`src/hw/rtl/prm_pkg.sv`:
```
// ----------------------------------------------------------------------------
// prm_pkg
// Shared types and constants of the reference patch mask block: divider
// request and response, operand widths and register indexes.
// ----------------------------------------------------------------------------
package prm_pkg;

   localparam int DIVIDEND_W = 12;
   localparam int DIVISOR_W  = 7;
   localparam int CSR_DATA_W = 12;
   localparam int CSR_IDX_W  = 3;

   localparam logic [CSR_IDX_W-1:0] CSR_FRAME_COUNT  = 3'd0;
   localparam logic [CSR_IDX_W-1:0] CSR_FRAME_HEIGHT = 3'd1;
   localparam logic [CSR_IDX_W-1:0] CSR_FRAME_WIDTH  = 3'd2;
   localparam logic [CSR_IDX_W-1:0] CSR_STEP_TIME    = 3'd3;
   localparam logic [CSR_IDX_W-1:0] CSR_STEP_ROWS    = 3'd4;
   localparam logic [CSR_IDX_W-1:0] CSR_STEP_COLS    = 3'd5;
   localparam logic [CSR_IDX_W-1:0] CSR_CROP_BORDERS = 3'd6;

   typedef struct packed {
      logic                  start;
      logic [DIVIDEND_W-1:0] dividend;
      logic [DIVISOR_W-1:0]  divisor;
   } div_req_type;

   typedef struct packed {
      logic                  done;
      logic [DIVIDEND_W-1:0] quotient;
      logic [DIVISOR_W-1:0]  remainder;
   } div_rsp_type;

endpackage

```
`src/hw/rtl/patch_reference_mask.sv`:
```
// ----------------------------------------------------------------------------
// patch_reference_mask
// Decides per voxel whether a reference patch starts there and keeps a
// running count of selected voxels.
// ----------------------------------------------------------------------------
// A new request is taken only once the last one is through: it is accepted in
// idle, the prep state finds the processing region and the edge flags, then seven
// divisions by the configured steps run one after another on a single 12-bit
// radix-2 divider, and the finish state forms the result. The input is not
// ready while a request is at work; a finished result waits in the output
// register while the next request is taken, and the result step holds for as
// long as that register is still full.
module patch_reference_mask #(
   parameter int PATCH_SIDE   = 5,
   parameter int PATCH_DEPTH  = 2,
   parameter int SEARCH_SIDE  = 27,
   parameter int SEARCH_DEPTH = 4
) (
   input  logic                          clock,
   input  logic                          reset,
   input  logic                          req_valid,
   output logic                          req_ready,
   input  logic [5:0]                    req_frame_index,
   input  logic [10:0]                   req_row_index,
   input  logic [10:0]                   req_col_index,
   input  logic                          req_restart_count,
   output logic                          rsp_valid,
   input  logic                          rsp_ready,
   output logic                          rsp_selected,
   output logic [28:0]                   rsp_group_count,
   input  logic                          csr_write_enable,
   input  logic [prm_pkg::CSR_IDX_W-1:0] csr_index,
   input  logic [prm_pkg::CSR_DATA_W-1:0] csr_write_data
);

   localparam int BS = PATCH_SIDE - 1 + SEARCH_SIDE / 2;
   localparam int BT = PATCH_DEPTH - 1 + SEARCH_DEPTH / 2;
   localparam logic signed [13:0] BS_S = 14'(BS);
   localparam logic signed [13:0] BT_S = 14'(BT);
   localparam logic signed [13:0] PS_S = 14'(PATCH_SIDE - 1);
   localparam logic signed [13:0] PD_S = 14'(PATCH_DEPTH - 1);

   typedef enum logic [2:0] {
      S_IDLE,
      S_PREP,
      S_ISSUE,
      S_WAIT,
      S_FINISH
   } state_type;

   typedef enum logic [2:0] {
      OP_REM_T,
      OP_QUO_T,
      OP_REM_DH,
      OP_REM_PH,
      OP_QUO_H,
      OP_REM_DW,
      OP_REM_PW
   } op_type;

   // configuration
   logic [6:0]  frame_count_ff;
   logic [11:0] frame_height_ff, frame_width_ff;
   logic [6:0]  step_time_ff, step_rows_ff, step_cols_ff;
   logic [5:0]  crop_ff;

   always_ff @(posedge clock) begin
      if (reset) begin
         frame_count_ff  <= 7'd16;
         frame_height_ff <= 12'd480;
         frame_width_ff  <= 12'd640;
         step_time_ff    <= 7'd1;
         step_rows_ff    <= 7'd4;
         step_cols_ff    <= 7'd4;
         crop_ff         <= 6'd0;
      end else if (csr_write_enable) begin
         case (csr_index)
            prm_pkg::CSR_FRAME_COUNT:  frame_count_ff  <= csr_write_data[6:0];
            prm_pkg::CSR_FRAME_HEIGHT: frame_height_ff <= csr_write_data;
            prm_pkg::CSR_FRAME_WIDTH:  frame_width_ff  <= csr_write_data;
            prm_pkg::CSR_STEP_TIME:    step_time_ff    <= csr_write_data[6:0];
            prm_pkg::CSR_STEP_ROWS:    step_rows_ff    <= csr_write_data[6:0];
            prm_pkg::CSR_STEP_COLS:    step_cols_ff    <= csr_write_data[6:0];
            prm_pkg::CSR_CROP_BORDERS: crop_ff         <= csr_write_data[5:0];
            default: ;
         endcase
      end
   end

   logic [6:0] st, sh, sw;
   assign st = (step_time_ff == '0) ? 7'd1 : step_time_ff;
   assign sh = (step_rows_ff == '0) ? 7'd1 : step_rows_ff;
   assign sw = (step_cols_ff == '0) ? 7'd1 : step_cols_ff;

   // request holding registers and sequencer state
   state_type   state_ff, state_in;
   op_type      op_ff, op_in;
   logic [5:0]  t_ff, t_in;
   logic [10:0] h_ff, h_in;
   logic [10:0] w_ff, w_in;
   logic        restart_ff, restart_in;
   logic        inside_ff, inside_in;
   logic        last_t_ff, last_t_in;
   logic        last_h_ff, last_h_in;
   logic        last_w_ff, last_w_in;
   logic        first_h_ff, first_h_in;
   logic        first_w_ff, first_w_in;
   logic [5:0]  dt_ff, dt_in;
   logic [10:0] dh_ff, dh_in;
   logic [10:0] dw_ff, dw_in;
   logic [6:0]  rem_t_ff, rem_t_in;
   logic [5:0]  q_t_ff, q_t_in;
   logic [6:0]  rem_dh_ff, rem_dh_in;
   logic [6:0]  rem_ph_ff, rem_ph_in;
   logic [10:0] q_h_ff, q_h_in;
   logic [6:0]  rem_dw_ff, rem_dw_in;
   logic [6:0]  rem_pw_ff, rem_pw_in;
   logic        rsp_valid_ff, rsp_valid_in;
   logic        rsp_sel_ff, rsp_sel_in;
   logic [28:0] total_ff, total_in;

   // region
   logic signed [13:0] ori_t, ori_h, ori_w, end_t, end_h, end_w, ct, ch, cw;
   assign ori_w = crop_ff[0] ? BS_S : 14'sd0;
   assign ori_h = crop_ff[1] ? BS_S : 14'sd0;
   assign ori_t = crop_ff[2] ? BT_S : 14'sd0;
   assign end_w = $signed({2'b00, frame_width_ff}) - (crop_ff[3] ? BS_S : PS_S);
   assign end_h = $signed({2'b00, frame_height_ff}) - (crop_ff[4] ? BS_S : PS_S);
   assign end_t = $signed({7'd0, frame_count_ff}) - (crop_ff[5] ? BT_S : PD_S);
   assign ct = $signed({8'd0, t_ff});
   assign ch = $signed({3'd0, h_ff});
   assign cw = $signed({3'd0, w_ff});

   // phases
   logic [5:0]  phase_h;
   logic [11:0] phase_w;
   assign phase_h = last_t_ff ? 6'd0 : q_t_ff;
   assign phase_w = last_h_ff ? 12'd0 : ({6'd0, phase_h} + {1'b0, q_h_ff});

   // shared divider
   prm_pkg::div_req_type div_req;
   prm_pkg::div_rsp_type div_rsp;

   prm_divider u_divider (
      .clock   (clock),
      .reset   (reset),
      .div_req (div_req),
      .div_rsp (div_rsp)
   );

   always_comb begin
      div_req.start = (state_ff == S_ISSUE);
      case (op_ff)
         OP_REM_T:  begin div_req.dividend = {6'd0, dt_ff};   div_req.divisor = st; end
         OP_QUO_T:  begin div_req.dividend = {6'd0, t_ff};    div_req.divisor = st; end
         OP_REM_DH: begin div_req.dividend = {1'b0, dh_ff};   div_req.divisor = sh; end
         OP_REM_PH: begin div_req.dividend = {6'd0, phase_h}; div_req.divisor = sh; end
         OP_QUO_H:  begin div_req.dividend = {1'b0, h_ff};    div_req.divisor = sh; end
         OP_REM_DW: begin div_req.dividend = {1'b0, dw_ff};   div_req.divisor = sw; end
         OP_REM_PW: begin div_req.dividend = phase_w;         div_req.divisor = sw; end
         default:   begin div_req.dividend = '0;              div_req.divisor = sw; end
      endcase
   end

   logic        sel;
   logic [28:0] base;
   assign sel = inside_ff
              && (rem_t_ff == '0 || last_t_ff)
              && (rem_dh_ff == rem_ph_ff || last_h_ff || first_h_ff)
              && (rem_dw_ff == rem_pw_ff || last_w_ff || first_w_ff);
   assign base = restart_ff ? 29'd0 : total_ff;

   always_comb begin
      state_in     = state_ff;
      op_in        = op_ff;
      t_in         = t_ff;
      h_in         = h_ff;
      w_in         = w_ff;
      restart_in   = restart_ff;
      inside_in    = inside_ff;
      last_t_in    = last_t_ff;
      last_h_in    = last_h_ff;
      last_w_in    = last_w_ff;
      first_h_in   = first_h_ff;
      first_w_in   = first_w_ff;
      dt_in        = dt_ff;
      dh_in        = dh_ff;
      dw_in        = dw_ff;
      rem_t_in     = rem_t_ff;
      q_t_in       = q_t_ff;
      rem_dh_in    = rem_dh_ff;
      rem_ph_in    = rem_ph_ff;
      q_h_in       = q_h_ff;
      rem_dw_in    = rem_dw_ff;
      rem_pw_in    = rem_pw_ff;
      rsp_valid_in = rsp_valid_ff && !rsp_ready;
      rsp_sel_in   = rsp_sel_ff;
      total_in     = total_ff;
      case (state_ff)
         S_IDLE: begin
            if (req_valid) begin
               t_in       = req_frame_index;
               h_in       = req_row_index;
               w_in       = req_col_index;
               restart_in = req_restart_count;
               state_in   = S_PREP;
            end
         end
         S_PREP: begin
            inside_in  = ct >= ori_t && ct < end_t && ch >= ori_h && ch < end_h
                       && cw >= ori_w && cw < end_w;
            last_t_in  = !crop_ff[5] && ct == end_t - 14'sd1;
            last_h_in  = !crop_ff[4] && ch == end_h - 14'sd1;
            last_w_in  = !crop_ff[3] && cw == end_w - 14'sd1;
            first_h_in = !crop_ff[1] && ch == ori_h;
            first_w_in = !crop_ff[0] && cw == ori_w;
            dt_in      = t_ff - ori_t[5:0];
            dh_in      = h_ff - ori_h[10:0];
            dw_in      = w_ff - ori_w[10:0];
            op_in      = OP_REM_T;
            state_in   = S_ISSUE;
         end
         S_ISSUE: begin
            state_in = S_WAIT;
         end
         S_WAIT: begin
            if (div_rsp.done) begin
               case (op_ff)
                  OP_REM_T:  rem_t_in  = div_rsp.remainder;
                  OP_QUO_T:  q_t_in    = div_rsp.quotient[5:0];
                  OP_REM_DH: rem_dh_in = div_rsp.remainder;
                  OP_REM_PH: rem_ph_in = div_rsp.remainder;
                  OP_QUO_H:  q_h_in    = div_rsp.quotient[10:0];
                  OP_REM_DW: rem_dw_in = div_rsp.remainder;
                  default:   rem_pw_in = div_rsp.remainder;
               endcase
               if (op_ff == OP_REM_PW) begin
                  state_in = S_FINISH;
               end else begin
                  op_in    = op_type'(op_ff + 3'd1);
                  state_in = S_ISSUE;
               end
            end
         end
         S_FINISH: begin
            // hold until the output register is free
            if (!rsp_valid_ff || rsp_ready) begin
               total_in     = base + {28'd0, sel};
               rsp_sel_in   = sel;
               rsp_valid_in = 1'b1;
               state_in     = S_IDLE;
            end
         end
         default: state_in = S_IDLE;
      endcase
   end

   always_ff @(posedge clock) begin
      if (reset) begin
         state_ff     <= S_IDLE;
         rsp_valid_ff <= 1'b0;
         total_ff     <= '0;
      end else begin
         state_ff     <= state_in;
         rsp_valid_ff <= rsp_valid_in;
         total_ff     <= total_in;
      end
      op_ff      <= op_in;
      t_ff       <= t_in;
      h_ff       <= h_in;
      w_ff       <= w_in;
      restart_ff <= restart_in;
      inside_ff  <= inside_in;
      last_t_ff  <= last_t_in;
      last_h_ff  <= last_h_in;
      last_w_ff  <= last_w_in;
      first_h_ff <= first_h_in;
      first_w_ff <= first_w_in;
      dt_ff      <= dt_in;
      dh_ff      <= dh_in;
      dw_ff      <= dw_in;
      rem_t_ff   <= rem_t_in;
      q_t_ff     <= q_t_in;
      rem_dh_ff  <= rem_dh_in;
      rem_ph_ff  <= rem_ph_in;
      q_h_ff     <= q_h_in;
      rem_dw_ff  <= rem_dw_in;
      rem_pw_ff  <= rem_pw_in;
      rsp_sel_ff <= rsp_sel_in;
   end

   assign req_ready       = (state_ff == S_IDLE);
   assign rsp_valid       = rsp_valid_ff;
   assign rsp_selected    = rsp_sel_ff;
   assign rsp_group_count = total_ff;

endmodule

```
`src/hw/rtl/prm_divider.sv`:
```
// ----------------------------------------------------------------------------
// prm_divider
// Radix-2 restoring divider, one quotient bit per cycle. The divisor must be
// nonzero. Done pulses for one cycle once quotient and remainder are final.
// ----------------------------------------------------------------------------
module prm_divider (
   input  logic                clock,
   input  logic                reset,
   input  prm_pkg::div_req_type div_req,
   output prm_pkg::div_rsp_type div_rsp
);

   localparam int CNT_W = $clog2(prm_pkg::DIVIDEND_W);

   logic                            busy_ff, busy_in;
   logic                            done_ff, done_in;
   logic [CNT_W-1:0]                cnt_ff, cnt_in;
   logic [prm_pkg::DIVIDEND_W-1:0]  quo_ff, quo_in;
   logic [prm_pkg::DIVISOR_W-1:0]   rem_ff, rem_in;
   logic [prm_pkg::DIVISOR_W-1:0]   div_ff, div_in;
   logic [prm_pkg::DIVISOR_W:0]     partial;
   logic                            ge;

   assign partial = {rem_ff, quo_ff[prm_pkg::DIVIDEND_W-1]};
   assign ge      = partial >= {1'b0, div_ff};

   always_comb begin
      busy_in = busy_ff;
      done_in = 1'b0;
      cnt_in  = cnt_ff;
      quo_in  = quo_ff;
      rem_in  = rem_ff;
      div_in  = div_ff;
      if (div_req.start) begin
         busy_in = 1'b1;
         cnt_in  = CNT_W'(prm_pkg::DIVIDEND_W - 1);
         quo_in  = div_req.dividend;
         rem_in  = '0;
         div_in  = div_req.divisor;
      end else if (busy_ff) begin
         quo_in = {quo_ff[prm_pkg::DIVIDEND_W-2:0], ge};
         rem_in = ge ? prm_pkg::DIVISOR_W'(partial - {1'b0, div_ff})
                     : partial[prm_pkg::DIVISOR_W-1:0];
         cnt_in = cnt_ff - 1'b1;
         if (cnt_ff == '0) begin
            busy_in = 1'b0;
            done_in = 1'b1;
         end
      end
   end

   always_ff @(posedge clock) begin
      if (reset) begin
         busy_ff <= 1'b0;
         done_ff <= 1'b0;
      end else begin
         busy_ff <= busy_in;
         done_ff <= done_in;
      end
      cnt_ff <= cnt_in;
      quo_ff <= quo_in;
      rem_ff <= rem_in;
      div_ff <= div_in;
   end

   assign div_rsp.done      = done_ff;
   assign div_rsp.quotient  = quo_ff;
   assign div_rsp.remainder = rem_ff;

endmodule
```
`config.mk`:
```
export PLATFORM = sky130hd
export DESIGN_NAME = patch_reference_mask
export DESIGN_NICKNAME = d
export VERILOG_FILES = /design/src/hw/rtl/prm_pkg.sv /design/src/hw/rtl/patch_reference_mask.sv /design/src/hw/rtl/prm_divider.sv
export SDC_FILE = /design/constraint.sdc
export NUM_CORES = 1
export LEC_CHECK = 0
export BUFFER_PORTS_ARGS = -buffer_cell sky130_fd_sc_hd__buf_4
export CAP_MARGIN = 15
export CORE_ASPECT_RATIO = 1.25
export CORE_MARGIN = 10
export CORE_UTILIZATION = 30
export CTS_BUF_LIST = sky130_fd_sc_hd__clkbuf_8
export DETAILED_ROUTE_END_ITERATION = 6
export HOLD_SLACK_MARGIN = 0.08
export SYNTH_ARGS = -nofsm -noshare
export SYNTH_HDL_FRONTEND = slang
export SYNTH_SLANG_ARGS = --single-unit
export TNS_END_PERCENT = 10
```
`constraint.sdc`:
```
create_clock -name clock -period 4.6 [get_ports clock]
set_input_delay 0.46 -clock clock [delete_from_list [all_inputs] [get_ports clock]]
set_output_delay 0.46 -clock clock [all_outputs]
set_load 0.02 [all_outputs]
```
==> qor.log, run 1 <==
qor: die.floorplan.rows 85
qor: timing.fin_tns_setup 0 ns
qor: placement.gp_congestion 0.877
qor: power_and_ir_drop.power-per-cell-area 344 nW/um^2
qor: timing.fin_worst_hold_slack 0.111 ns
qor: worst_setup_path.cpPeakStageDelay 0.53 ns
qor: timing.timing_max_transition_violations_final 0
qor: grt.met1_usage 14.1%
qor: drt.via_per_inst 4.90
qor: timing.final_setup_violating_endpoints 0
qor: logic_synthesis.yosys.cell_types.count 79
qor: placement.post_placement_cell_area 14100 sq um
qor: drt.route.detailed.drc 5
qor: drt.totalWireLength 33900 um
qor: die.fp.coreArea 42900 sq um
qor: grt.grt_remaining_overflow 0
qor: worst_setup_path.worst-setup-path-type flip-flop to flip-flop
qor: cells_and_area.n_fill_cell 4350
qor: worst_setup_path.worstRegToRegCells 13
qor: grt.grtUsageMet3 1.99%
qor: cells_and_area.area_growth_syn_to_layout 16.0%
qor: timing.finClkSkew 0.0281 ns
qor: cells_and_area.multi_input_comb_area 6300 sq um
qor: placement.placement.io_buffers 80
qor: cells_and_area.num-nets-final 1531
qor: drt.drt_iter0_drc 498
qor: cells_and_area.ff_latch_area 6230 sq um
qor: clock_tree.cts-htree-levels 2
qor: power_and_ir_drop.vdd_drop_max 0.193 mV
qor: min_path.timing.hold.worst_path_depth 1
qor: clock_tree.cts_max_path_buffers 3
qor: worst_setup_path.cp_cell_sequence or4_1 -> nor4_1 -> o21ai_0 -> nor3_1 -> ha_1 -> ha_1 -> nand3_1 -> nor3_1 -> and3_1 -> and4_1 -> nand3_1 -> mux2_1 -> nor2_1
qor: timing.period_share 82.6%
qor: worst_setup_path.critical-path-top-delay-family simple AND/OR/NAND/NOR gates
qor: logic_synthesis.synth_edf_count 138
qor: worst_setup_path.cp_num_buf_inv 0
qor: logic_synthesis.async_flop_share 0%
qor: logic_synthesis.synth_top_area_cell edfxtp_1
qor: placement.hpwl 25500 um
qor: clock_tree.postCtsSetupBuffers 0
qor: worst_setup_path.source_of_the_worst_register_to_register_timing_path rem_t_ff[2]$_DFFE_PP_
qor: worst_setup_path.worst_setup_path_start_kind flip-flop
qor: grt.grt_antenna_before_repair 1
qor: worst_setup_path.crit_path_max_fanout 4
qor: die.top_level_ports 81
qor: worst_setup_path.critPathRequiredTime 5.08 ns
qor: cells_and_area.finish.instance_area 15000 sq um
qor: clock_tree.postCtsHoldBufs 25
qor: logic_synthesis.synth.area.top_cells edfxtp_1 32%, dfxtp_1 16%, ha_1 6.7%
qor: cells_and_area.proportion_of_layout_cells_with_a_drive_suffix_above_1 10.8%
qor: clock_tree.cts_buffer_count 37
qor: logic_synthesis.synth.cell_area 13000 sq um
qor: grt.maximum_number_of_pins_on_one_net_before_global_route_repair 94
qor: logic_synthesis.synth.yosys.seq_area_share 48.1%
qor: clock_tree.clock_tree_from_tritoncts built
qor: drt.antenna_violating_nets_post_route 0
qor: min_path.worst_hold_path_type input pin to flip-flop
qor: timing.worstMarginPinSlew 1.13 ns
qor: run.timing.max_cap.violations 0
qor: drt.wl_per_cell 16.9 um
qor: clock_tree.clk_transition_reported_paths 0.06 ns
qor: clock_tree.cts-root-buf clkbuf_8
qor: drt.routed-via-count 9824
qor: run_status.outcome complete, but fails checks
qor: logic_synthesis.post_synth_inst_count 1306
qor: logic_synthesis.syn_nets 1428
qor: drt.dr.pass1.iters 7
qor: die.initial_core_util 30.2%
qor: grt.gr-usage-all-layers 12.9%
qor: die.fp.dieH 252 um
qor: worst_setup_path.critPathCaptureType flip-flop
qor: logic_synthesis.synthesis.yosys.warnings 0
qor: placement.dpl_worst_slack 0.828 ns
qor: worst_setup_path.worst_setup_path_startpoint rem_t_ff[2]$_DFFE_PP_
qor: worst_setup_path.critical_path_arrival 4.28 ns
qor: timing.grt_setup_unrepaired no
qor: logic_synthesis.dominantRegCellSynth edfxtp_1
qor: grt.grt_pass1_wl 53700 um
qor: timing.relative_slew_slack 23.9%
qor: min_path.hold_start req_col_index[3]
qor: worst_setup_path.crit_slowest_cell or4_1
qor: timing.hold_violation_count_in_the_final_report 0
qor: timing.fin_crit 3.80 ns
qor: logic_synthesis.postSynthRegisterBits 242
qor: clock_tree.post_cts_resized 0
qor: clock_tree.cts.sinks 242
qor: worst_setup_path.worst-path-stages 13
qor: die.fp.dieArea 51900 sq um
qor: logic_synthesis.netlist.area_leader.share 32.0%
qor: clock_tree.clock_insertion_delay_worst_skew 0.56 ns
qor: run_status.violations DRC
qor: grt.grt_busiest_layer met2
qor: grt.first_global_vias 9958
qor: logic_synthesis.synth_area_per_cell 9.92 sq um
qor: timing.timing.final.ws_setup 0.799 ns
qor: timing.fmax 263 MHz
qor: power_and_ir_drop.static-leakage-power 5.69 nW
qor: die.die_w 206 um
qor: grt.globalRouteMet2Util 24.4%
==> synthesized netlist by cell type, drive strengths merged, types with 4 or more instances <==
cell     count
nor4        15
o211ai       8
nand2      205
or3         12
nand3b      12
clkbuf      41
nor2        77
a21o         8
nand4       12
a211oi      11
edfxtp     138
o21bai       4
o21a        12
nor3        32
and3        13
fa           4
o21ai       49
ha          69
nand2b      13
xor2        47
mux2         7
and2         8
inv         66
a222oi       8
o2111ai      5
dfxtp      104
a22oi       17
a2111oi      7
or4         10
nor3b        5
nand3       35
a21oi       87
a221oi       5
nor2b       26
xnor2       75
mux2i       12
==> cell type report <==
| type | count | area share, % |
|---|---|---|
| clock buffer | 38 | 3.48 |
| timing repair buffer | 108 | 5.81 |
| inverter | 67 | 1.67 |
| antenna | 1 | 0.0167 |
| multi-input combinational | 953 | 41.9 |
| clock inverter | 29 | 0.966 |
| sequential | 242 | 41.4 |
| tap | 565 | 4.70 |
==> worst paths after layout <==
kind / to / slack [ns]
max: rsp_group_count[26]$_SDFFE_PP0P_ / 0.80
min: w_ff[3]$_DFFE_PP_ / 0.11
max reg2reg: rsp_group_count[26]$_SDFFE_PP0P_ / 0.80
min reg2reg: q_h_ff[10]$_DFFE_PP_ / 0.46
==> stage by stage <==
step / total power, mW / util, % / std cells
2_1_floorplan: 3.23 / - / 1306
3_3_place_gp: 3.51 / 32.9 / 1910
3_5_place_dp: 3.53 / 32.9 / 1910
4_1_cts: 5.23 / 35.1 / 2002
5_1_grt: 5.44 / 35.1 / 2003
6_report: 5.16 / 35.1 / 2003
==> where the power goes <==
part	switching [mW]	total (mW)	internal [mW]	leakage, nW
registers	0.191	2.68	2.49	2.13
logic	0.454	0.816	0.362	3.16
clock network	0.839	1.67	0.827	0.407
==> metal layers <==
metal	part of all wire [%]	vias to the layer above
li1	-	4889
met1	40	4686
met2	53	194
met3	3.6	55
met4	2.9	0
met5	0	-
==> logic make-up after synthesis <==
family / count (synthesis) / synth area share, %
adder cells (fa/ha/maj): 73 / 7.28
AND/OR/NAND/NOR: 490 / 18.4
multiplexers: 19 / 1.54
XOR/XNOR: 123 / 8.57
buffers and inverters: 111 / 3.33
flip-flops: 242 / 48.1
AO/OA/AOI/OAI: 248 / 12.8
==> state kept, by name, indices dropped and copies added, names as in the netlist, 11 cells and up <==
register          count
rsp_group_count      29
frame_height_ff      12
frame_width_ff       12
u_divider.quo_ff     12
dh_ff                11
dw_ff                11
h_ff                 11
q_h_ff               11
w_ff                 11
==> cell usage in the layout (no fill, tap or decap), types with 5 or more instances in the layout <==
| cell | Yosys | final |
|---|---|---|
| a211oi_1 | 10 | 10 |
| a21o_1 | 8 | 8 |
| a21oi_1 | 87 | 87 |
| a221oi_1 | 5 | 5 |
| a222oi_1 | 8 | 8 |
| a22oi_1 | 17 | 17 |
| and2_1 | 6 | 5 |
| and3_1 | 13 | 13 |
| buf_4 | 0 | 83 |
| clkbuf_8 | 0 | 38 |
| clkinv_1 | 1 | 7 |
| dfxtp_1 | 104 | 104 |
| dlygate4sd3_1 | 0 | 25 |
| edfxtp_1 | 138 | 138 |
| ha_1 | 69 | 69 |
| inv_1 | 66 | 83 |
| mux2_2 | 6 | 6 |
| mux2i_1 | 12 | 12 |
| nand2_1 | 205 | 205 |
| nand2b_1 | 13 | 13 |
| nand3_1 | 35 | 35 |
| nand3b_1 | 12 | 12 |
| nand4_1 | 12 | 12 |
| nor2_1 | 77 | 76 |
| nor2b_1 | 26 | 26 |
| nor3_1 | 32 | 32 |
| nor3b_1 | 5 | 5 |
| nor4_1 | 13 | 13 |
| o2111ai_1 | 5 | 5 |
| o211ai_1 | 8 | 8 |
| o21a_1 | 12 | 12 |
| o21ai_0 | 43 | 43 |
| o21ai_1 | 6 | 6 |
| or3_1 | 11 | 11 |
| or4_1 | 8 | 8 |
| xnor2_1 | 75 | 75 |
| xor2_1 | 46 | 46 |
No activity file was read; power rests on OpenSTA's default activity.
==> run 2: changes to the inputs <==
Settings changed: ABC_AREA set to 1.
Clock period 4.6 ns to 3.75 ns, I/O delays scaled along.
==> run 2 against run 1 <==
The flow now finishes without violations; cell area rose by 5.8%; worst setup slack got worse by 0.36 ns; global-route usage fell by 0.073 points; clock power rose by 34%; area after synthesis rose by 4.4%; non-clock buffer count rose by 13; total power rose by 29%; sequential share of layout area fell by 2.3 points; flip-flop and latch count did not move; via count rose by 15%; clock skew rose by 0.0095 ns.
==> qor.log, run 2 <==
qor: run_status.outcome finished, final reports clean
qor: logic_synthesis.synth.cell_area 13500 sq um
qor: die.fp.dieH 257 um
qor: drt.wl_per_cell 14.9 um
qor: logic_synthesis.dominantRegCellSynth edfxtp_1
qor: clock_tree.cts-root-buf clkbuf_8
qor: die.floorplan.rows 86
qor: clock_tree.cts-htree-levels 2
qor: worst_setup_path.timing.reg2reg.setup_slack 0.44 ns
qor: timing.timing_max_transition_violations_final 0
qor: worst_setup_path.worst-setup-path-type flip-flop to flip-flop
qor: logic_synthesis.yosys.cell_count.top_type nand2_1
qor: timing.worstMarginPinSlew 1.08 ns
qor: logic_synthesis.post_synth_inst_count 1626
qor: power_and_ir_drop.power_switching 2.02 mW
qor: cells_and_area.final_core_utilization 35.9%
qor: clock_tree.cts_max_path_buffers 3
qor: logic_synthesis.syn_nets 1748
qor: clock_tree.clk_transition_reported_paths 0.07 ns
qor: power_and_ir_drop.p_sw_share 30.2%
qor: placement.hpwl 27100 um
qor: logic_synthesis.synth_area_per_cell 8.32 sq um
qor: worst_setup_path.worst_setup_path_startpoint rem_ph_ff[0]$_DFFE_PP_
qor: die.die_w 210 um
qor: cells_and_area.num-nets-final 1883
qor: power_and_ir_drop.power-per-cell-area 421 nW/um^2
qor: power_and_ir_drop.vdd_drop_max 0.255 mV
qor: placement.gp_congestion 0.886
qor: clock_tree.clock_tree_from_tritoncts built
qor: placement.post_placement_cell_area 14800 sq um
qor: die.initial_core_util 30.5%
qor: drt.dr.pass1.iters 5
qor: timing.hold_violation_count_in_the_final_report 0
qor: logic_synthesis.post_synth_most_frequent_cells 321 x nand2_1, 212 x inv_1, 186 x nor2_1
qor: power_and_ir_drop.clock_power_share 33.4%
qor: grt.maximum_number_of_pins_on_one_net_before_global_route_repair 59
qor: die.fp.dieArea 54000 sq um
qor: cells_and_area.proportion_of_layout_cells_with_a_drive_suffix_above_1 11.6%
qor: timing.fmax 302 MHz
qor: timing.finClkSkew 0.0376 ns
qor: clock_tree.postCtsSetupBuffers 0
qor: logic_synthesis.synthesis.yosys.warnings 0
qor: worst_setup_path.worstRegToRegCells 16
qor: worst_setup_path.critPathCaptureType flip-flop
qor: timing.fin_tns_setup 0 ns
qor: cells_and_area.mostFrequentLayoutCells 321 x nand2_1, 221 x inv_1, 185 x nor2_1, 138 x edfxtp_1, 104 x dfxtp_1
qor: grt.first_global_vias 11300
qor: worst_setup_path.crit_path_end rsp_group_count[24]$_SDFFE_PP0P_
qor: logic_synthesis.postSynthRegisterBits 242
qor: worst_setup_path.source_of_the_worst_register_to_register_timing_path rem_ph_ff[0]$_DFFE_PP_
qor: logic_synthesis.synth_top_area_cell edfxtp_1
qor: drt.route.detailed.drc 0
qor: timing.grt_setup_unrepaired no
qor: power_and_ir_drop.seq_power_share 48.9%
qor: power_and_ir_drop.cellInternalPower 4.67 mW
qor: drt.totalWireLength 35300 um
qor: clock_tree.cts_buffer_count 39
qor: cells_and_area.finish.instance_area 15900 sq um
qor: timing.relative_slew_slack 27.5%
qor: logic_synthesis.synth.yosys.seq_area_share 46.0%
qor: clock_tree.clock_insertion_delay_worst_skew 0.58 ns
qor: timing.final_setup_violating_endpoints 0
qor: cells_and_area.n_fill_cell 4551
qor: timing.period_share 88.3%
qor: die.fp.coreArea 44300 sq um
qor: drt.antenna_violating_nets_post_route 0
qor: clock_tree.cts.sinks 242
qor: worst_setup_path.worst_setup_path_start_kind flip-flop
qor: worst_setup_path.worstReg2RegEnd rsp_group_count[24]$_SDFFE_PP0P_
qor: worst_setup_path.crit_path_max_fanout 4
qor: min_path.worst_hold_path_type input pin to flip-flop
qor: worst_setup_path.critical_path_arrival 3.77 ns
qor: logic_synthesis.synth_edf_count 138
qor: power_and_ir_drop.static-leakage-power 6.63 nW
qor: logic_synthesis.yosys.cell_types.count 60
qor: logic_synthesis.netlist.area_leader.share 30.6%
qor: cells_and_area.largest_register_ff_count 29
qor: placement.post-place-cells 2258
qor: cells_and_area.most_common_library_cell_in_the_layout_ignoring_fill_and_taps nand2_1
qor: drt.via_per_inst 4.79
qor: logic_synthesis.synth.area.top_cells edfxtp_1 31%, dfxtp_1 15%, nand2_1 8.9%
qor: die.top_level_ports 81
qor: min_path.hold_start csr_write_data[0]
qor: drt.drt_iter0_drc 654
qor: drt.routed-via-count 11300
qor: grt.grt_antenna_before_repair 1
qor: logic_synthesis.async_flop_share 0%
qor: placement.placement.io_buffers 80
qor: timing.fin_crit 3.31 ns
qor: run.timing.max_cap.violations 0
qor: grt.gr-usage-all-layers 12.9%
qor: power_and_ir_drop.power.combinational.fraction 17.7%
qor: cells_and_area.non_filler_instance_count_after_layout 2364
qor: grt.grt_pass1_wl 57400 um
qor: cells_and_area.area_growth_syn_to_layout 17.5%
qor: grt.grt_remaining_overflow 0
qor: worst_setup_path.critPathRequiredTime 4.21 ns
==> run 2: changes by cell type after synthesis, moves of 26 or more <==
cell,before,now
xnor2_1,75,17
inv_1,66,212
nand2_1,205,321
o21ai_0,43,96
nand3_1,35,89
nor2b_1,26,0
nor2_1,77,186
==> run 2: repair_timing <==
action	CTS	global route
hold buffers	34	0
gates resized for setup	0	1
endpoints found under the setup margin	0	6
hold endpoints to repair	38	0
==> run 2: critical path, cell delays in order (launching register included) <==
cell and delay, ns:
edfxtp_1 0.37, or2_2 0.30, a21oi_1 0.13, nand4_1 0.12
nor3b_1 0.18, nor4b_2 0.35, ha_1 0.32, ha_1 0.26
nand3_1 0.12, nor2_1 0.18, nand2_1 0.08, nor2_1 0.08
nand4_1 0.18, nor2_2 0.19, nand3_1 0.11, xor2_1 0.17
nor2_1 0.06
==> run 2: final cells by class <==
class	instances	area [sq um]	share of cell area, %
Sequential cell	242	6230	39.2
Clock buffer	44	606	3.81
Inverter	222	833	5.24
Antenna cell	1	2.50	0.0157
Tap cell	572	716	4.50
Timing Repair Buffer	121	993	6.25
Clock inverter	27	154	0.968
Multi-Input combinational cell	1135	6360	40.0
==> run 2: power groups by stage <==
| stage | clock network, mW | registers, mW | logic (mW) |
|---|---|---|---|
| after CTS | 2.30 | 3.27 | 1.19 |
| after detailed placement | 0 | 3.33 | 1.15 |
| after floorplan | 0 | 3.24 | 0.831 |
| after global placement | 0 | 3.32 | 1.12 |
| after global routing | 2.42 | 3.30 | 1.35 |
| final | 2.23 | 3.27 | 1.18 |
==> run 2: worst min-delay path by stage <==
stage | end | slack (ns) | depth (start not counted)
floorplan | step_time_ff[0]$_SDFFE_PP1P_ | 0.42 | 2
global placement | q_h_ff[7]$_DFFE_PP_ | 0.44 | 0
detailed placement | q_h_ff[8]$_DFFE_PP_ | 0.44 | 0
CTS | step_cols_ff[0]$_SDFFE_PP0P_ | 0.09 | 3
global route | frame_height_ff[6]$_SDFFE_PP1P_ | 0.10 | 3
finish | step_cols_ff[0]$_SDFFE_PP0P_ | 0.12 | 3
==> run 2: through the flow <==
stage	hold WS, ns	power (mW)	setup WS [ns]
final	0.116	6.69	0.438
after global routing	0.103	7.07	0.121
after CTS	0.0868	6.76	0.287
after detailed placement	0.438	4.48	0.294
after global placement	0.436	4.44	0.343
after floorplan	0.424	4.07	0.775
==> run 2: logic make-up (layout without fill, tap and decap cells) <==
kind of cell | count (synthesis) | count (layout) | synth area share, %
AO/OA/AOI/OAI | 259 | 259 | 11.2
XOR/XNOR | 69 | 69 | 4.52
adder cells (fa/ha/maj) | 73 | 73 | 6.98
buffers and inverters | 249 | 414 | 7.03
flip-flops | 242 | 242 | 46.0
other | 0 | 1 | 0
AND/OR/NAND/NOR | 734 | 734 | 24.3
==> run 2: layer usage <==
layer / vias up / wire length [um] / track usage, %
met4: 0 / 936 / 4.76
met1: 5311 / 14900 / 14.7
li1: 5730 / - / -
met3: 57 / 1300 / 1.76
met5: - / 0 / 0
met2: 222 / 18200 / 23.6
==> run 3: changes to the inputs <==
Settings changed: SYNTH_HIERARCHICAL set to 1.
==> run 3 against run 2 <==
Flip-flop and latch count is the same; register-to-register slack gained 0.02 ns; cell area grew 1.8%; fmax grew 0.60%; combinational power grew 110%; final cell count grew 3.0%; utilization shrank 0.051 points; clock skew shrank 0.0041 ns; die area grew 1.5%; sequential power grew 17%; critical endpoint is now rsp_group_count[18]$_SDFFE_PP0P_.
==> qor.log, run 3 <==
qor: run_status.outcome finished, final reports clean
qor: logic_synthesis.syn_nets 1811
qor: logic_synthesis.dominantRegCellSynth edfxtp_1
qor: drt.totalWireLength 36400 um
qor: drt.antenna_violating_nets_post_route 0
qor: power_and_ir_drop.seq_power_share 44.1%
qor: drt.route.detailed.drc 0
qor: timing.grt_setup_unrepaired no
qor: worst_setup_path.source_of_the_worst_register_to_register_timing_path rem_t_ff[1]$_DFFE_PP_
qor: timing.fin_tns_setup 0 ns
qor: worst_setup_path.critPathCaptureType flip-flop
qor: logic_synthesis.postSynthRegisterBits 242
qor: worst_setup_path.cpPeakStageDelay 0.51 ns
qor: logic_synthesis.synth.yosys.seq_area_share 45.3%
qor: run.timing.max_cap.violations 0
qor: logic_synthesis.yosys.cell_count.top_type nand2_1
qor: cells_and_area.area_growth_syn_to_layout 17.7%
qor: placement.hpwl 27800 um
qor: logic_synthesis.synth.cell_area 13700 sq um
qor: logic_synthesis.xor_xnor_fraction_of_synth_area 4.08%
qor: logic_synthesis.post_synth_mux_area_share 0%
qor: worst_setup_path.worstReg2RegEnd rsp_group_count[18]$_SDFFE_PP0P_
qor: timing.hold_violation_count_in_the_final_report 0
qor: timing.period_share 87.8%
qor: timing.worstMarginPinSlew 1.02 ns
qor: drt.routed-via-count 11600
qor: logic_synthesis.synth-adder-area-share 6.86%
qor: min_path.worst_hold_path.endpoint step_time_ff[0]$_SDFFE_PP1P_
qor: power_and_ir_drop.power_switching 3.13 mW
qor: drt.wl_per_cell 15.0 um
qor: power_and_ir_drop.vdd_drop_max 0.256 mV
qor: worst_setup_path.worst-setup-path-type flip-flop to flip-flop
qor: timing.fmax 304 MHz
qor: clock_tree.cts-root-buf clkbuf_8
qor: power_and_ir_drop.power.combinational.fraction 28.8%
qor: die.fp.dieArea 54800 sq um
qor: die.fp.coreArea 45200 sq um
qor: die.top_level_ports 81
qor: grt.grt_remaining_overflow 0
qor: logic_synthesis.synth.area.top_cells edfxtp_1 30%, dfxtp_1 15%, nand2_1 9.8%
qor: clock_tree.clock_insertion_delay_worst_skew 0.57 ns
qor: clock_tree.cts.sinks 242
qor: logic_synthesis.synth_top_family_by_area simple AND/OR/NAND/NOR gates
qor: cells_and_area.most_common_library_cell_in_the_layout_ignoring_fill_and_taps nand2_1
qor: logic_synthesis.post_synth_inst_count 1689
qor: timing.fin_crit 3.29 ns
qor: power_and_ir_drop.p_sw_share 36.1%
qor: placement.placement.io_buffers 80
qor: logic_synthesis.synthesis.yosys.warnings 6
qor: placement.gp_congestion 0.900
qor: worst_setup_path.critPathRequiredTime 4.17 ns
qor: cells_and_area.num-nets-final 1946
qor: worst_setup_path.worst_setup_path_startpoint rem_t_ff[1]$_DFFE_PP_
qor: clock_tree.cts_max_path_buffers 3
qor: min_path.hold_start csr_write_data[0]
qor: clock_tree.postCtsSetupBuffers 0
qor: power_and_ir_drop.clock_power_share 27.1%
qor: cells_and_area.mostFrequentLayoutCells 358 x nand2_1, 239 x inv_1, 210 x nor2_1, 138 x edfxtp_1, 104 x dfxtp_1
qor: grt.maximum_number_of_pins_on_one_net_before_global_route_repair 73
qor: timing.finClkSkew 0.0335 ns
qor: worst_setup_path.worstRegToRegCells 15
qor: grt.grt_antenna_before_repair 1
qor: cells_and_area.proportion_of_layout_cells_with_a_drive_suffix_above_1 12.0%
qor: worst_setup_path.crit_slowest_cell or4_1
qor: clock_tree.clock_tree_from_tritoncts built
qor: timing.timing_max_transition_violations_final 0
qor: logic_synthesis.synth_top_area_cell edfxtp_1
qor: timing.relative_slew_slack 31.5%
qor: drt.drt_iter0_drc 716
qor: logic_synthesis.synthesized_area_fraction_occupied_by_ao_oa_aoi_and_oai_cells 9.90%
qor: power_and_ir_drop.cellInternalPower 5.55 mW
qor: logic_synthesis.synth_edf_count 138
qor: min_path.timing.hold.worst_path_depth 3
qor: timing.final_setup_violating_endpoints 0
qor: worst_setup_path.worst_setup_path_start_kind flip-flop
qor: worst_setup_path.crit_path_max_fanout 4
qor: timing.fin_worst_hold_slack 0.126 ns
qor: grt.grt_pass1_wl 59400 um
qor: die.fp.dieH 259 um
qor: worst_setup_path.critical_path_arrival 3.72 ns
qor: drt.dr.pass1.iters 5
qor: logic_synthesis.async_flop_share 0%
qor: logic_synthesis.yosys.cell_types.count 58
qor: drt.via_per_inst 4.76
qor: grt.gr-usage-all-layers 13.3%
qor: cells_and_area.final_core_utilization 35.8%
qor: worst_setup_path.cp_cell_sequence or4_1 -> nor4_1 -> o211ai_1 -> nor2_2 -> ha_1 -> ha_1 -> nand2_1 -> nor2_1 -> nand2_1 -> nor3_4 -> nand4_1 -> nor2_2 -> nand4_1 -> o21ai_0 -> a21oi_1
qor: logic_synthesis.post_synth_most_frequent_cells 358 x nand2_1, 222 x inv_1, 212 x nor2_1
qor: min_path.worst_hold_path_type input pin to flip-flop
qor: power_and_ir_drop.power-per-cell-area 537 nW/um^2
qor: die.die_w 211 um
qor: logic_synthesis.synth_area_per_cell 8.14 sq um
qor: power_and_ir_drop.static-leakage-power 6.89 nW
qor: die.floorplan.rows 87
qor: clock_tree.clk_transition_reported_paths 0.07 ns
qor: logic_synthesis.synth-simple-area-share 26.5%
qor: clock_tree.cts-htree-levels 2
qor: worst_setup_path.timing.reg2reg.setup_slack 0.46 ns
qor: die.initial_core_util 30.4%
qor: cells_and_area.largest_register_ff_count 29
qor: grt.first_global_vias 11400
qor: logic_synthesis.netlist.area_leader.share 30.1%
qor: clock_tree.cts_buffer_count 41
==> run 3: changes by cell type after synthesis, moves of 7 or more <==
| cell | before | now |
|---|---|---|
| nand4_1 | 24 | 33 |
| inv_1 | 212 | 222 |
| nor2_1 | 186 | 212 |
| nor3_1 | 36 | 28 |
| nand3_1 | 89 | 101 |
| o21ai_0 | 96 | 79 |
| inv_2 | 6 | 13 |
| nand2_1 | 321 | 358 |
| a21oi_1 | 90 | 82 |
==> run 3: worst max-delay path, delay by kind of cell (launching register included) <==
family | cells | cell delay, ns
simple gates | 10 | 1.97
fa+ha+maj | 2 | 0.45
compound gates | 3 | 0.36
flops | 1 | 0.35
==> run 3: cell type report <==
type                       instances  area (sq um)
antenna                            1          2.50
clock buffer                      50           688
clock inverter                    25           126
fill                            4574         29000
inverter                         236           886
multi-input combinational       1183          6540
sequential                       242          6230
tap                              578           723
timing repair buffer             120           983
==> run 3: per-stage QoR <==
stage	setup slack [ns]	area [sq um]	total power [mW]	instances
2_1_floorplan	0.560	13700	5.52	1689
3_3_place_gp	0.445	15000	6.29	2326
3_5_place_dp	0.420	15000	6.36	2326
4_1_cts	0.369	16200	8.76	2434
5_1_grt	0.0421	16200	9.28	2435
6_report	0.458	16200	8.68	2435
==> run 3: power groups by stage <==
stage | registers [mW] | logic, mW | clock network [mW]
5_1_grt | 3.88 | 2.85 | 2.55
2_1_floorplan | 3.72 | 1.80 | 0
3_3_place_gp | 3.87 | 2.41 | 0
3_5_place_dp | 3.89 | 2.47 | 0
4_1_cts | 3.83 | 2.50 | 2.42
6_report | 3.83 | 2.50 | 2.35
==> run 3: logic make-up (layout without fill, tap and decap cells) <==
kind of cell,after synthesis,count (layout)
AO/OA/AOI/OAI,231,231
XOR/XNOR,64,64
adder cells (fa/ha/maj),73,73
buffers and inverters,264,431
flip-flops,242,242
other,0,1
AND/OR/NAND/NOR,815,815
==> run 3: timing repair <==
item	CTS	global route
gates resized for setup	0	3
hold buffers	33	0
setup endpoints to repair	0	2
endpoints found under the hold margin	34	0
==> run 3: how the worst max path moves through the flow <==
stage | to | slack (ns)
floorplan | dh_ff[0]$_DFFE_PP_ | 0.56
global placement | rsp_group_count[18]$_SDFFE_PP0P_ | 0.45
detailed placement | rsp_group_count[18]$_SDFFE_PP0P_ | 0.42
CTS | rsp_group_count[18]$_SDFFE_PP0P_ | 0.37
global route | rsp_group_count[18]$_SDFFE_PP0P_ | 0.04
finish | rsp_group_count[18]$_SDFFE_PP0P_ | 0.46
==> run 3: per-layer routing <==
metal	wire length, um	track usage, %	vias to the layer above
met1	15300	15.5	5392
met2	18800	24.1	230
met4	959	4.72	0
met5	0	0	-
met3	1380	1.87	51
li1	-	-	5911
